**src/assert_macros.svh**
```systemverilog
// Assertion macros for the RTL of the glyph blitter.
`ifndef ASSERT_MACROS_SVH
`define ASSERT_MACROS_SVH

`ifndef SYNTHESIS

`define GBPW_ASSERT_IMPLIES(label, clk, rst_n, ante, cons) \
	label: assert property (@(posedge clk) disable iff (!rst_n) (ante) |-> (cons)) \
		else $error("assertion failed: same-cycle implication");

`define GBPW_ASSERT_NEXT(label, clk, rst_n, ante, cons) \
	label: assert property (@(posedge clk) disable iff (!rst_n) (ante) |=> (cons)) \
		else $error("assertion failed: next-cycle implication");

`else

`define GBPW_ASSERT_IMPLIES(label, clk, rst_n, ante, cons)

`define GBPW_ASSERT_NEXT(label, clk, rst_n, ante, cons)

`endif

`endif

```
**src/gbpw_pkg.sv**
```systemverilog
// Types, widths, register indexes and color packing for the glyph blitter.
package gbpw_pkg;

	localparam int GBPW_MAX_FRAME_WIDTH  = 4096;
	localparam int GBPW_MAX_FRAME_HEIGHT = 4096;
	localparam int GBPW_MAX_GLYPH_SIZE   = 64;

	localparam int GLYPH_BYTE_W = 8;
	localparam int ORIGIN_W     = 12;
	localparam int FRAME_W      = 13;
	localparam int GLYPH_REG_W  = 7;
	localparam int FMT_W        = 4;
	localparam int COLOR_W      = 32;
	localparam int ADDR_W       = 26;
	localparam int COORD_W      = 13;
	localparam int LANES        = 8;
	localparam int LANE_IDX_W   = 3;
	localparam int CFG_IDX_W    = 3;
	localparam int CFG_DATA_W   = 32;

	localparam logic [CFG_IDX_W-1:0] REG_FRAME_WIDTH  = 3'd0;
	localparam logic [CFG_IDX_W-1:0] REG_FRAME_HEIGHT = 3'd1;
	localparam logic [CFG_IDX_W-1:0] REG_PIXEL_FORMAT = 3'd2;
	localparam logic [CFG_IDX_W-1:0] REG_FONT_COLOR   = 3'd3;
	localparam logic [CFG_IDX_W-1:0] REG_GLYPH_WIDTH  = 3'd4;
	localparam logic [CFG_IDX_W-1:0] REG_GLYPH_HEIGHT = 3'd5;

	// {alpha, size code}; bit 2 of the format only swaps red and blue
	localparam logic [2:0] PK_RGB444  = 3'b000;
	localparam logic [2:0] PK_RGB555  = 3'b001;
	localparam logic [2:0] PK_RGB565  = 3'b010;
	localparam logic [2:0] PK_RGB888  = 3'b011;
	localparam logic [2:0] PK_A1555   = 3'b100;
	localparam logic [2:0] PK_A4444   = 3'b101;
	localparam logic [2:0] PK_A8565   = 3'b110;
	localparam logic [2:0] PK_A8888   = 3'b111;

	typedef struct packed {
		logic [GLYPH_BYTE_W-1:0] glyph_byte;
		logic [COORD_W-1:0]      col_base;
		logic                    row_ok;
		logic [ADDR_W-1:0]       base_addr;
	} blit_item_t;

	typedef struct packed {
		logic              hit;
		logic [ADDR_W-1:0] addr;
	} lane_t;

	typedef struct packed {
		logic pending;
	} merge_status_t;

	typedef struct packed {
		logic [COLOR_W-1:0] data;
		logic               four;
	} color_t;

	function automatic color_t pack_color(input logic [FMT_W-1:0] fmt,
		input logic [COLOR_W-1:0] c);
		logic [7:0] a;
		logic [7:0] r;
		logic [7:0] g;
		logic [7:0] b;
		color_t     res;
		a = c[31:24];
		g = c[15:8];
		if (fmt[2]) begin
			r = c[7:0];
			b = c[23:16];
		end else begin
			r = c[23:16];
			b = c[7:0];
		end
		res.four = 1'b0;
		case ({fmt[3], fmt[1:0]})
			PK_RGB444: res.data = {20'd0, r[7:4], g[7:4], b[7:4]};
			PK_RGB555: res.data = {17'd0, r[7:3], g[7:3], b[7:3]};
			PK_RGB565: res.data = {16'd0, r[7:3], g[7:2], b[7:3]};
			PK_RGB888: begin
				res.data = {8'd0, r, g, b};
				res.four = 1'b1;
			end
			PK_A1555: res.data = {16'd0, a[7], r[7:3], g[7:3], b[7:3]};
			PK_A4444: res.data = {16'd0, a[7:4], r[7:4], g[7:4], b[7:4]};
			PK_A8565: begin
				res.data = {8'd0, a, r[7:3], g[7:2], b[7:3]};
				res.four = 1'b1;
			end
			PK_A8888: begin
				res.data = {a, r, g, b};
				res.four = 1'b1;
			end
			default: res.data = '0;
		endcase
		return res;
	endfunction

	function automatic logic [FRAME_W-1:0] clamp_frame(input logic [FRAME_W-1:0] v,
		input int max_v);
		logic [FRAME_W:0] lim;
		lim = (FRAME_W+1)'(max_v);
		return ({1'b0, v} > lim) ? lim[FRAME_W-1:0] : v;
	endfunction

endpackage

```
**src/gbpw_if.sv**
```systemverilog
// Request channels of the glyph blitter: glyph bytes in, pixel writes out.
interface gbpw_in_if import gbpw_pkg::*; ();
	logic                    valid;
	logic                    ready;
	logic [GLYPH_BYTE_W-1:0] glyph_byte;
	logic [ORIGIN_W-1:0]     origin_x;
	logic [ORIGIN_W-1:0]     origin_y;
	logic                    new_glyph;

	modport source (output valid, glyph_byte, origin_x, origin_y, new_glyph, input ready);
	modport sink (input valid, glyph_byte, origin_x, origin_y, new_glyph, output ready);
endinterface

interface gbpw_out_if import gbpw_pkg::*; ();
	logic               valid;
	logic               ready;
	logic [ADDR_W-1:0]  pixel_address;
	logic [COLOR_W-1:0] pixel_data;
	logic               pixel_size;
	logic               last_write;

	modport source (output valid, pixel_address, pixel_data, pixel_size, last_write,
		input ready);
	modport sink (input valid, pixel_address, pixel_data, pixel_size, last_write,
		output ready);
endinterface

```
**src/glyph_blit_pixel_writer.sv**
```systemverilog
// Top level of the glyph blitter: configuration registers, lanes and merge stage.
//
// Accepts one glyph byte per request and issues one framebuffer write per set
// pixel that lands inside the frame, left to right, with last_write marking the
// final write of each byte. The single write port sets the rate: a byte holds
// the merge stage until its last set pixel is issued, and the next byte is
// taken while the current one is still being written out. A byte passes the
// registered stages counters and coordinates, frame-width multiply and base
// address, then the merge mask and output registers. The user must write
// configuration only while no request is in flight; the block does not check it.
`include "assert_macros.svh"

module glyph_blit_pixel_writer import gbpw_pkg::*; #(
	parameter int MAX_FRAME_WIDTH  = GBPW_MAX_FRAME_WIDTH,
	parameter int MAX_FRAME_HEIGHT = GBPW_MAX_FRAME_HEIGHT,
	parameter int MAX_GLYPH_SIZE   = GBPW_MAX_GLYPH_SIZE
) (
	input  logic                  clk,
	input  logic                  arst_n,
	input  logic                  cfg_we,
	input  logic [CFG_IDX_W-1:0]  cfg_index,
	input  logic [CFG_DATA_W-1:0] cfg_wdata,
	gbpw_in_if.sink               glyph_in,
	gbpw_out_if.source            pixel_out
);

	logic [FRAME_W-1:0]     frame_width_q;
	logic [FRAME_W-1:0]     frame_height_q;
	logic [FMT_W-1:0]       pixel_format_q;
	logic [COLOR_W-1:0]     font_color_q;
	logic [GLYPH_REG_W-1:0] glyph_width_q;
	logic [GLYPH_REG_W-1:0] glyph_height_q;

	logic [FRAME_W-1:0] fw_c;
	logic [FRAME_W-1:0] fh_c;
	color_t             color;
	logic               item_valid;
	logic               item_ready;
	blit_item_t         item;
	lane_t [LANES-1:0]  lanes;
	merge_status_t      merge_status;
	logic               size_ok;
	logic               addr_ok;
	logic               mid_write;

	always_ff @(posedge clk or negedge arst_n) begin
		if (!arst_n) begin
			frame_width_q <= FRAME_W'(4096);
			frame_height_q <= FRAME_W'(4096);
			pixel_format_q <= FMT_W'(2);
			font_color_q <= '0;
			glyph_width_q <= GLYPH_REG_W'(16);
			glyph_height_q <= GLYPH_REG_W'(16);
		end else if (cfg_we) begin
			case (cfg_index)
				REG_FRAME_WIDTH:  frame_width_q <= cfg_wdata[FRAME_W-1:0];
				REG_FRAME_HEIGHT: frame_height_q <= cfg_wdata[FRAME_W-1:0];
				REG_PIXEL_FORMAT: pixel_format_q <= cfg_wdata[FMT_W-1:0];
				REG_FONT_COLOR:   font_color_q <= cfg_wdata[COLOR_W-1:0];
				REG_GLYPH_WIDTH:  glyph_width_q <= cfg_wdata[GLYPH_REG_W-1:0];
				REG_GLYPH_HEIGHT: glyph_height_q <= cfg_wdata[GLYPH_REG_W-1:0];
				default: ;
			endcase
		end
	end

	assign fw_c = clamp_frame(frame_width_q, MAX_FRAME_WIDTH);
	assign fh_c = clamp_frame(frame_height_q, MAX_FRAME_HEIGHT);
	assign color = pack_color(pixel_format_q, font_color_q);

	gbpw_frontend #(
		.MAX_GLYPH_SIZE(MAX_GLYPH_SIZE)
	) u_frontend (
		.clk(clk),
		.arst_n(arst_n),
		.glyph_in(glyph_in),
		.frame_width(fw_c),
		.frame_height(fh_c),
		.glyph_width(glyph_width_q),
		.glyph_height(glyph_height_q),
		.item_valid(item_valid),
		.item(item),
		.item_ready(item_ready)
	);

	for (genvar j = 0; j < LANES; j++) begin : g_lane
		gbpw_lane #(
			.LANE(j)
		) u_lane (
			.item(item),
			.frame_width(fw_c),
			.four(color.four),
			.result(lanes[j])
		);
	end

	gbpw_merge u_merge (
		.clk(clk),
		.arst_n(arst_n),
		.item_valid(item_valid),
		.item_ready(item_ready),
		.lanes(lanes),
		.pixel_data(color.data),
		.four(color.four),
		.pixel_out(pixel_out),
		.status(merge_status)
	);

	assign size_ok = pixel_out.pixel_size
		== ((pixel_format_q[1:0] == 2'b11) || (pixel_format_q[3] && pixel_format_q[1]));
	assign addr_ok = pixel_out.pixel_size ? (pixel_out.pixel_address[1:0] == 2'b00)
		: (pixel_out.pixel_address[0] == 1'b0);
	assign mid_write = pixel_out.valid && !pixel_out.last_write;

	`GBPW_ASSERT_IMPLIES(a_size_matches_format, clk, arst_n, pixel_out.valid, size_ok)
	`GBPW_ASSERT_IMPLIES(a_addr_aligned, clk, arst_n, pixel_out.valid, addr_ok)
	`GBPW_ASSERT_IMPLIES(a_more_pending, clk, arst_n, mid_write, merge_status.pending)
	`GBPW_ASSERT_NEXT(a_byte_drains, clk, arst_n, mid_write && pixel_out.ready, pixel_out.valid)

endmodule

```
**src/gbpw_frontend.sv**
```systemverilog
// Glyph position counters and the address pipeline that feeds the pixel lanes.
module gbpw_frontend import gbpw_pkg::*; #(
	parameter int MAX_GLYPH_SIZE = GBPW_MAX_GLYPH_SIZE
) (
	input  logic               clk,
	input  logic               arst_n,
	gbpw_in_if.sink            glyph_in,
	input  logic [FRAME_W-1:0] frame_width,
	input  logic [FRAME_W-1:0] frame_height,
	input  logic [GLYPH_REG_W-1:0] glyph_width,
	input  logic [GLYPH_REG_W-1:0] glyph_height,
	output logic               item_valid,
	output blit_item_t         item,
	input  logic               item_ready
);

	localparam int GSZ_W = $clog2(MAX_GLYPH_SIZE + 1);
	localparam int GC_W  = (GSZ_W > GLYPH_REG_W) ? GSZ_W : GLYPH_REG_W;
	localparam int ROW_W = $clog2(MAX_GLYPH_SIZE);
	localparam int BIR_W = (MAX_GLYPH_SIZE > 8) ? $clog2((MAX_GLYPH_SIZE + 7) / 8) : 1;
	localparam logic [GC_W-1:0] GMAX = GC_W'(MAX_GLYPH_SIZE);

	logic [GC_W-1:0]  gw_ext;
	logic [GC_W-1:0]  gh_ext;
	logic [GC_W-1:0]  gw_c;
	logic [GC_W-1:0]  gh_c;
	logic [GC_W:0]    bpr;
	logic [GC_W:0]    byte_eff;
	logic [GC_W:0]    row_eff;
	logic [GC_W:0]    byte_nx;
	logic [GC_W:0]    row_nx;
	logic [ROW_W-1:0] row_q;
	logic [BIR_W-1:0] byte_q;
	logic             accept;
	logic             adv1;
	logic             adv2;
	logic             adv3;
	logic             v_s1;
	logic             v_s2;
	logic             v_s3;

	logic [GLYPH_BYTE_W-1:0] byte_s1;
	logic [COORD_W-1:0]      colb_s1;
	logic [COORD_W-1:0]      row_s1;
	logic [GLYPH_BYTE_W-1:0] byte_s2;
	logic [COORD_W-1:0]      colb_s2;
	logic                    rowok_s2;
	logic [ADDR_W-1:0]       prod_s2;
	logic [FRAME_W+COORD_W-1:0] prod_full;
	blit_item_t              item_s3;

	assign gw_ext = GC_W'(glyph_width);
	assign gh_ext = GC_W'(glyph_height);
	assign gw_c = (gw_ext == '0) ? GC_W'(1) : ((gw_ext > GMAX) ? GMAX : gw_ext);
	assign gh_c = (gh_ext == '0) ? GC_W'(1) : ((gh_ext > GMAX) ? GMAX : gh_ext);
	assign bpr = ({1'b0, gw_c} + (GC_W+1)'(7)) >> 3;

	always_comb begin
		byte_eff = (GC_W+1)'(byte_q);
		row_eff = (GC_W+1)'(row_q);
		if (glyph_in.new_glyph || byte_eff >= bpr) begin
			byte_eff = '0;
		end
		if (glyph_in.new_glyph || row_eff >= {1'b0, gh_c}) begin
			row_eff = '0;
		end
		byte_nx = byte_eff + (GC_W+1)'(1);
		row_nx = row_eff + (GC_W+1)'(1);
	end

	assign adv3 = !v_s3 || item_ready;
	assign adv2 = !v_s2 || adv3;
	assign adv1 = !v_s1 || adv2;
	assign glyph_in.ready = adv1;
	assign accept = glyph_in.valid && adv1;

	always_ff @(posedge clk or negedge arst_n) begin
		if (!arst_n) begin
			v_s1 <= 1'b0;
			v_s2 <= 1'b0;
			v_s3 <= 1'b0;
			row_q <= '0;
			byte_q <= '0;
		end else begin
			if (adv1) begin
				v_s1 <= accept;
			end
			if (adv2) begin
				v_s2 <= v_s1;
			end
			if (adv3) begin
				v_s3 <= v_s2;
			end
			if (accept) begin
				if (byte_nx >= bpr) begin
					byte_q <= '0;
					if (row_nx >= {1'b0, gh_c}) begin
						row_q <= '0;
					end else begin
						row_q <= row_nx[ROW_W-1:0];
					end
				end else begin
					byte_q <= byte_nx[BIR_W-1:0];
					row_q <= row_eff[ROW_W-1:0];
				end
			end
		end
	end

	assign prod_full = frame_width * row_s1;

	always_ff @(posedge clk) begin
		if (adv1) begin
			byte_s1 <= glyph_in.glyph_byte;
			colb_s1 <= COORD_W'(glyph_in.origin_x) + (COORD_W'(byte_eff) << 3);
			row_s1 <= COORD_W'(glyph_in.origin_y) + COORD_W'(row_eff);
		end
		if (adv2) begin
			byte_s2 <= byte_s1;
			colb_s2 <= colb_s1;
			rowok_s2 <= (row_s1 < frame_height);
			prod_s2 <= prod_full[ADDR_W-1:0];
		end
		if (adv3) begin
			item_s3.glyph_byte <= byte_s2;
			item_s3.col_base <= colb_s2;
			item_s3.row_ok <= rowok_s2;
			item_s3.base_addr <= prod_s2 + ADDR_W'(colb_s2);
		end
	end

	assign item_valid = v_s3;
	assign item = item_s3;

endmodule

```
**src/gbpw_lane.sv**
```systemverilog
// One pixel lane: clip test and byte address for one bit of a glyph byte.
module gbpw_lane import gbpw_pkg::*; #(
	parameter int LANE = 0
) (
	input  blit_item_t         item,
	input  logic [FRAME_W-1:0] frame_width,
	input  logic               four,
	output lane_t              result
);

	logic [COORD_W-1:0] col;
	logic [ADDR_W-1:0]  sum;

	assign col = item.col_base + COORD_W'(LANE);
	assign sum = item.base_addr + ADDR_W'(LANE);
	assign result.hit = item.glyph_byte[GLYPH_BYTE_W-1-LANE] && item.row_ok
		&& (col < frame_width);
	assign result.addr = four ? {sum[ADDR_W-3:0], 2'b00} : {sum[ADDR_W-2:0], 1'b0};

endmodule

```
**src/gbpw_merge.sv**
```systemverilog
// Merge stage: hold a byte's lane results, issue one write per cycle unless stalled.
module gbpw_merge import gbpw_pkg::*; (
	input  logic                   clk,
	input  logic                   arst_n,
	input  logic                   item_valid,
	output logic                   item_ready,
	input  lane_t [LANES-1:0]      lanes,
	input  logic [COLOR_W-1:0]     pixel_data,
	input  logic                   four,
	gbpw_out_if.source             pixel_out,
	output merge_status_t          status
);

	logic [LANES-1:0]      mask_q;
	logic [LANES-1:0]      mask_after;
	logic [LANES-1:0]      hits;
	logic [ADDR_W-1:0]     addr_q [LANES];
	logic [LANE_IDX_W-1:0] idx;
	logic                  out_free;
	logic                  pop;
	logic                  load;
	logic                  out_valid_q;
	logic [ADDR_W-1:0]     out_addr_q;
	logic [COLOR_W-1:0]    out_data_q;
	logic                  out_size_q;
	logic                  out_last_q;

	always_comb begin
		idx = '0;
		for (int i = LANES - 1; i >= 0; i--) begin
			if (mask_q[i]) begin
				idx = LANE_IDX_W'(i);
			end
		end
		for (int i = 0; i < LANES; i++) begin
			hits[i] = lanes[i].hit;
		end
	end

	assign out_free = !out_valid_q || pixel_out.ready;
	assign pop = out_free && (mask_q != '0);
	assign mask_after = pop ? (mask_q & (mask_q - LANES'(1))) : mask_q;
	assign item_ready = (mask_after == '0);
	assign load = item_valid && item_ready;

	always_ff @(posedge clk or negedge arst_n) begin
		if (!arst_n) begin
			mask_q <= '0;
			out_valid_q <= 1'b0;
		end else begin
			if (load) begin
				mask_q <= hits;
			end else begin
				mask_q <= mask_after;
			end
			if (pop) begin
				out_valid_q <= 1'b1;
			end else if (pixel_out.ready) begin
				out_valid_q <= 1'b0;
			end
		end
	end

	always_ff @(posedge clk) begin
		if (load) begin
			for (int i = 0; i < LANES; i++) begin
				addr_q[i] <= lanes[i].addr;
			end
		end
		if (pop) begin
			out_addr_q <= addr_q[idx];
			out_data_q <= pixel_data;
			out_size_q <= four;
			out_last_q <= (mask_after == '0);
		end
	end

	assign pixel_out.valid = out_valid_q;
	assign pixel_out.pixel_address = out_addr_q;
	assign pixel_out.pixel_data = out_data_q;
	assign pixel_out.pixel_size = out_size_q;
	assign pixel_out.last_write = out_last_q;
	assign status.pending = (mask_q != '0);

endmodule
```
**src/flat_wrapper.sv**
```systemverilog
// flat-port wrapper written by rule: the top's interface ports become plain ports
module glyph_blit_pixel_writer_flat import gbpw_pkg::*;
#(
	parameter int MAX_FRAME_WIDTH  = GBPW_MAX_FRAME_WIDTH,
	parameter int MAX_FRAME_HEIGHT = GBPW_MAX_FRAME_HEIGHT,
	parameter int MAX_GLYPH_SIZE   = GBPW_MAX_GLYPH_SIZE
)
  (clk, arst_n, cfg_we, cfg_index, cfg_wdata, glyph_in_valid, glyph_in_glyph_byte, glyph_in_origin_x, glyph_in_origin_y, glyph_in_new_glyph, glyph_in_ready, pixel_out_valid, pixel_out_pixel_address, pixel_out_pixel_data, pixel_out_pixel_size, pixel_out_last_write, pixel_out_ready);
  gbpw_in_if glyph_in_i ();
  gbpw_out_if pixel_out_i ();
  input  logic clk;
  input  logic arst_n;
  input  logic cfg_we;
  input  logic [CFG_IDX_W-1:0] cfg_index;
  input  logic [CFG_DATA_W-1:0] cfg_wdata;
  input wire logic [$bits(glyph_in_i.valid)-1:0] glyph_in_valid;
  input wire logic [$bits(glyph_in_i.glyph_byte)-1:0] glyph_in_glyph_byte;
  input wire logic [$bits(glyph_in_i.origin_x)-1:0] glyph_in_origin_x;
  input wire logic [$bits(glyph_in_i.origin_y)-1:0] glyph_in_origin_y;
  input wire logic [$bits(glyph_in_i.new_glyph)-1:0] glyph_in_new_glyph;
  output wire logic [$bits(glyph_in_i.ready)-1:0] glyph_in_ready;
  output wire logic [$bits(pixel_out_i.valid)-1:0] pixel_out_valid;
  output wire logic [$bits(pixel_out_i.pixel_address)-1:0] pixel_out_pixel_address;
  output wire logic [$bits(pixel_out_i.pixel_data)-1:0] pixel_out_pixel_data;
  output wire logic [$bits(pixel_out_i.pixel_size)-1:0] pixel_out_pixel_size;
  output wire logic [$bits(pixel_out_i.last_write)-1:0] pixel_out_last_write;
  input wire logic [$bits(pixel_out_i.ready)-1:0] pixel_out_ready;
  assign glyph_in_i.valid = glyph_in_valid;
  assign glyph_in_i.glyph_byte = glyph_in_glyph_byte;
  assign glyph_in_i.origin_x = glyph_in_origin_x;
  assign glyph_in_i.origin_y = glyph_in_origin_y;
  assign glyph_in_i.new_glyph = glyph_in_new_glyph;
  assign glyph_in_ready = glyph_in_i.ready;
  assign pixel_out_valid = pixel_out_i.valid;
  assign pixel_out_pixel_address = pixel_out_i.pixel_address;
  assign pixel_out_pixel_data = pixel_out_i.pixel_data;
  assign pixel_out_pixel_size = pixel_out_i.pixel_size;
  assign pixel_out_last_write = pixel_out_i.last_write;
  assign pixel_out_i.ready = pixel_out_ready;
  glyph_blit_pixel_writer #(.MAX_FRAME_WIDTH(MAX_FRAME_WIDTH), .MAX_FRAME_HEIGHT(MAX_FRAME_HEIGHT), .MAX_GLYPH_SIZE(MAX_GLYPH_SIZE)) u_core (.clk(clk), .arst_n(arst_n), .cfg_we(cfg_we), .cfg_index(cfg_index), .cfg_wdata(cfg_wdata), .glyph_in(glyph_in_i), .pixel_out(pixel_out_i));
endmodule
```
**config.mk**
```make
export PLATFORM = sky130hd
export DESIGN_NAME = glyph_blit_pixel_writer_flat
export DESIGN_NICKNAME = d
export VERILOG_FILES = /design/src/gbpw_pkg.sv /design/src/gbpw_if.sv /design/src/glyph_blit_pixel_writer.sv /design/src/gbpw_frontend.sv /design/src/gbpw_lane.sv /design/src/gbpw_merge.sv /design/src/flat_wrapper.sv
export VERILOG_INCLUDE_DIRS = /design/src /design/src/src
export SDC_FILE = /design/constraint.sdc
export NUM_CORES = 2
export LEC_CHECK = 0
export ABC_CLOCK_PERIOD_IN_PS = 10450
export BUFFER_PORTS_ARGS = -buffer_cell sky130_fd_sc_hd__clkbuf_2
export CAP_MARGIN = 20
export CORE_MARGIN = 2
export CORE_UTILIZATION = 60
export CTS_CLUSTER_SIZE = 28
export DETAILED_ROUTE_END_ITERATION = 7
export HOLD_SLACK_MARGIN = 0.12
export MAX_ROUTING_LAYER = met4
export PLACE_DENSITY = 0.77
export SLEW_MARGIN = 40
export SYNTH_ARGS = -nofsm -noshare
export SYNTH_HDL_FRONTEND = slang
export SYNTH_HIERARCHICAL = 1
export SYNTH_SLANG_ARGS = --single-unit
```
**constraint.sdc**
```tcl
create_clock -name clk -period 10.45 [get_ports clk]
set_input_delay 1.5675 -clock clk [delete_from_list [all_inputs] [get_ports clk]]
set_output_delay 1.5675 -clock clk [all_outputs]
set_load 0.03 [all_outputs]
```
==> impl_metrics.csv <==
group,metric,value,unit
detailed_routing,vias,31400,
placement,io_buffers,134,
final_layout,multiInputGateArea,0.0227,mm²
outcome,status,"complete, no violations",
clocking,cts_made_buffers,55,
timing,period_minus_slack,6.55,ns
worst_setup_path,path_common_cell,"fa_1",
timing,tightestPinTransition,0.927,ns
logic_synthesis,avgSynthCellArea,9.98,µm²
clocking,clockBufferDepth,3,
timing,final-setup-viol-count,0,
run,timing.max_cap.violations,0,
detailed_routing,drt-wirelength-per-cell,21.9,µm
timing,clock_skew,0.0339,ns
clocking,cts_hold_buf,0,
floorplanning,dieHeight,260,µm
global_route,grt_pass1_vias,29800,
timing,rsz0062_at_grt,"false",
global_route,grt.total_usage,0.324,
hold_path,hold_path.class,"flop to flop",
worst_setup_path,end_kind,"flop",
detailed_routing,drt_iter0_drc,3340,
detailed_routing,drc,0,
final_layout,final_util,0.658,
clocking,numClockSinks,493,
floorplanning,pin_count,135,
floorplanning,start_util,0.608,
worst_setup_path,path_depth,19,
worst_setup_path,reg2regPathDepth,19,
clocking,clk_pin_slew_worst_paths,0.06,ns
timing,relSlewSlack,0.381,
clocking,clkLatencyLatePin,0.65,ns
hold_path,min_path_cells,0,
timing,setup_ws,3.90,ns
final_layout,syn2layout_area_growth,8.24,%
logic_synthesis,synth.cell_area,0.0392,mm²
floorplanning,dieArea,0.0674,mm²
worst_setup_path,r2r_slack,3.90,ns
worst_setup_path,cp.required,10.84,ns
worst_setup_path,cp_max_fo,34,
clocking,cts.htree.levels,2,
worst_setup_path,path_cells,"nor2b_1 -> buf_4 -> and2_1 -> fa_1 -> inv_1 -> fa_1 -> fa_1 -> fa_1 -> fa_1 -> inv_1 -> ha_1 -> a21o_1 -> a21oi_1 -> o21ai_0 -> a22o_1 -> a2111oi_0 -> o21bai_1 -> a21oi_1 -> xnor2_1",
timing,min_period_over_period,0.627,
detailed_routing,dr.pass1.iters,6,
placement,finalWeightedCongestion,0.951,
floorplanning,core_area,0.0645,mm²
global_route,grt_overflow,0,
final_layout,seq_area,0.0143,mm²
global_route,antenna_found_initial,2,
timing,finalSetupTns,0,ns
timing,max_freq,153,MHz
logic_synthesis,synth_fp_nets,4359,
worst_setup_path,cp_slowest_cell,"dfstp_2",
timing,drv_slew,0,
logic_synthesis,netlist_instances,3927,
worst_setup_path,critPathTopFamily,"adder cells",
timing,final_hold_viol_count,0,
detailed_routing,drt-vias-per-instance,6.45,
placement,dp_hpwl,72.3,mm
global_route,grt_pass1_wl,168,mm
final_layout,drive_gt1_frac,0.138,
timing,holdWs,0.417,ns
worst_setup_path,worst_setup_path_start_kind,"flop",
global_route,grt_max_degree,189,
detailed_routing,wl,107,mm
worst_setup_path,crit_type,"flop to flop",
worst_setup_path,cpPeakStageDelay,0.98,ns
clocking,clockRootBuffer,"clkbuf_16",
final_layout,nFillCells,5058,
floorplanning,die_x,260,µm
clocking,cts_tree,"done",
floorplanning,num_rows,93,
detailed_routing,postRouteAntennaNets,0,
final_layout,nets,4398,
clocking,cts_resized,0,
worst_setup_path,critPathBufInv,3,
worst_setup_path,crit_arrival,6.94,ns
clocking,cts_setup_buffers,0,
logic_synthesis,yosys_warnings,6,
placement,dp_slack,3.92,ns
## state kept, by name, summed over array words and instances (netlist names), 25 cells and up
name,flops
u_core/u_merge/pixel_out.pixel_data,32
u_core/font_color_q,32
u_core/u_merge/addr_q,208
u_core/u_frontend/item,47
u_core/u_merge/pixel_out.pixel_address,26
u_core/u_frontend/prod_s2,25
## final timing paths
check,startpoint,to
min in group asynchronous,arst_n,u_core/frame_height_q[4]
max in group asynchronous,arst_n,u_core/pixel_format_q[3]
max reg2reg,u_core/frame_width_q[12],u_core/u_frontend/prod_s2[24]
min,u_core/u_frontend/rowok_s2,u_core/u_frontend/item[26]
min reg2reg,u_core/u_frontend/rowok_s2,u_core/u_frontend/item[26]
max,u_core/frame_width_q[12],u_core/u_frontend/prod_s2[24]
## layout make-up
| class | instances | share of cell area |
|---|---|---|
| clock inverter | 37 | 0.00988 |
| clock buffer | 66 | 0.0353 |
| antenna | 2 | 0.000118 |
| sequential | 493 | 0.338 |
| tap | 855 | 0.0252 |
| timing repair buffer | 203 | 0.0302 |
| inverter | 308 | 0.0273 |
| multi-input combinational | 2905 | 0.534 |
## layout by cell type, fill, tap and decap left out, types with 65 or more instances in the layout
cell type,instances
a211oi_1,151
a21oi_1,176
and2_1,112
and3_1,152
clkbuf_2,133
dfrtp_1,91
edfxtp_1,396
fa_1,123
ha_1,236
inv_1,303
mux2_2,96
mux2i_1,65
nand2_1,338
nand3_1,105
nor2_1,164
nor2b_1,84
o21ai_0,129
xnor2_1,136
## worst register-to-register path, delay by kind of cell, from the launching register on
family          cells  cell delay (ns)
xor+xnor            1             0.09
flops               1             0.98
compound gates      7             1.42
buf+inv             3             0.37
fa+ha+maj           6             2.98
simple gates        2             0.46
## metrics by stage
stage          area [µm²]  std cells
6_report            42400       4869
3_5_place_dp        40400       4761
4_1_cts             42300       4864
5_1_grt             42400       4869
2_1_floorplan       39200       3927
3_3_place_gp        40300       4758
## metal layers
layer / share of wire / wire length (µm) / track usage
met3: 0.085 / 9030 / 0.0502
met1: 0.41 / 43100 / 0.429
met4: 0.041 / 4360 / 0.125
met5: 0 / 0 / -
met2: 0.47 / 50000 / 0.503
Power is not shown: default switching activity piles up to over one toggle a cycle in this logic, so the estimate is an artifact.
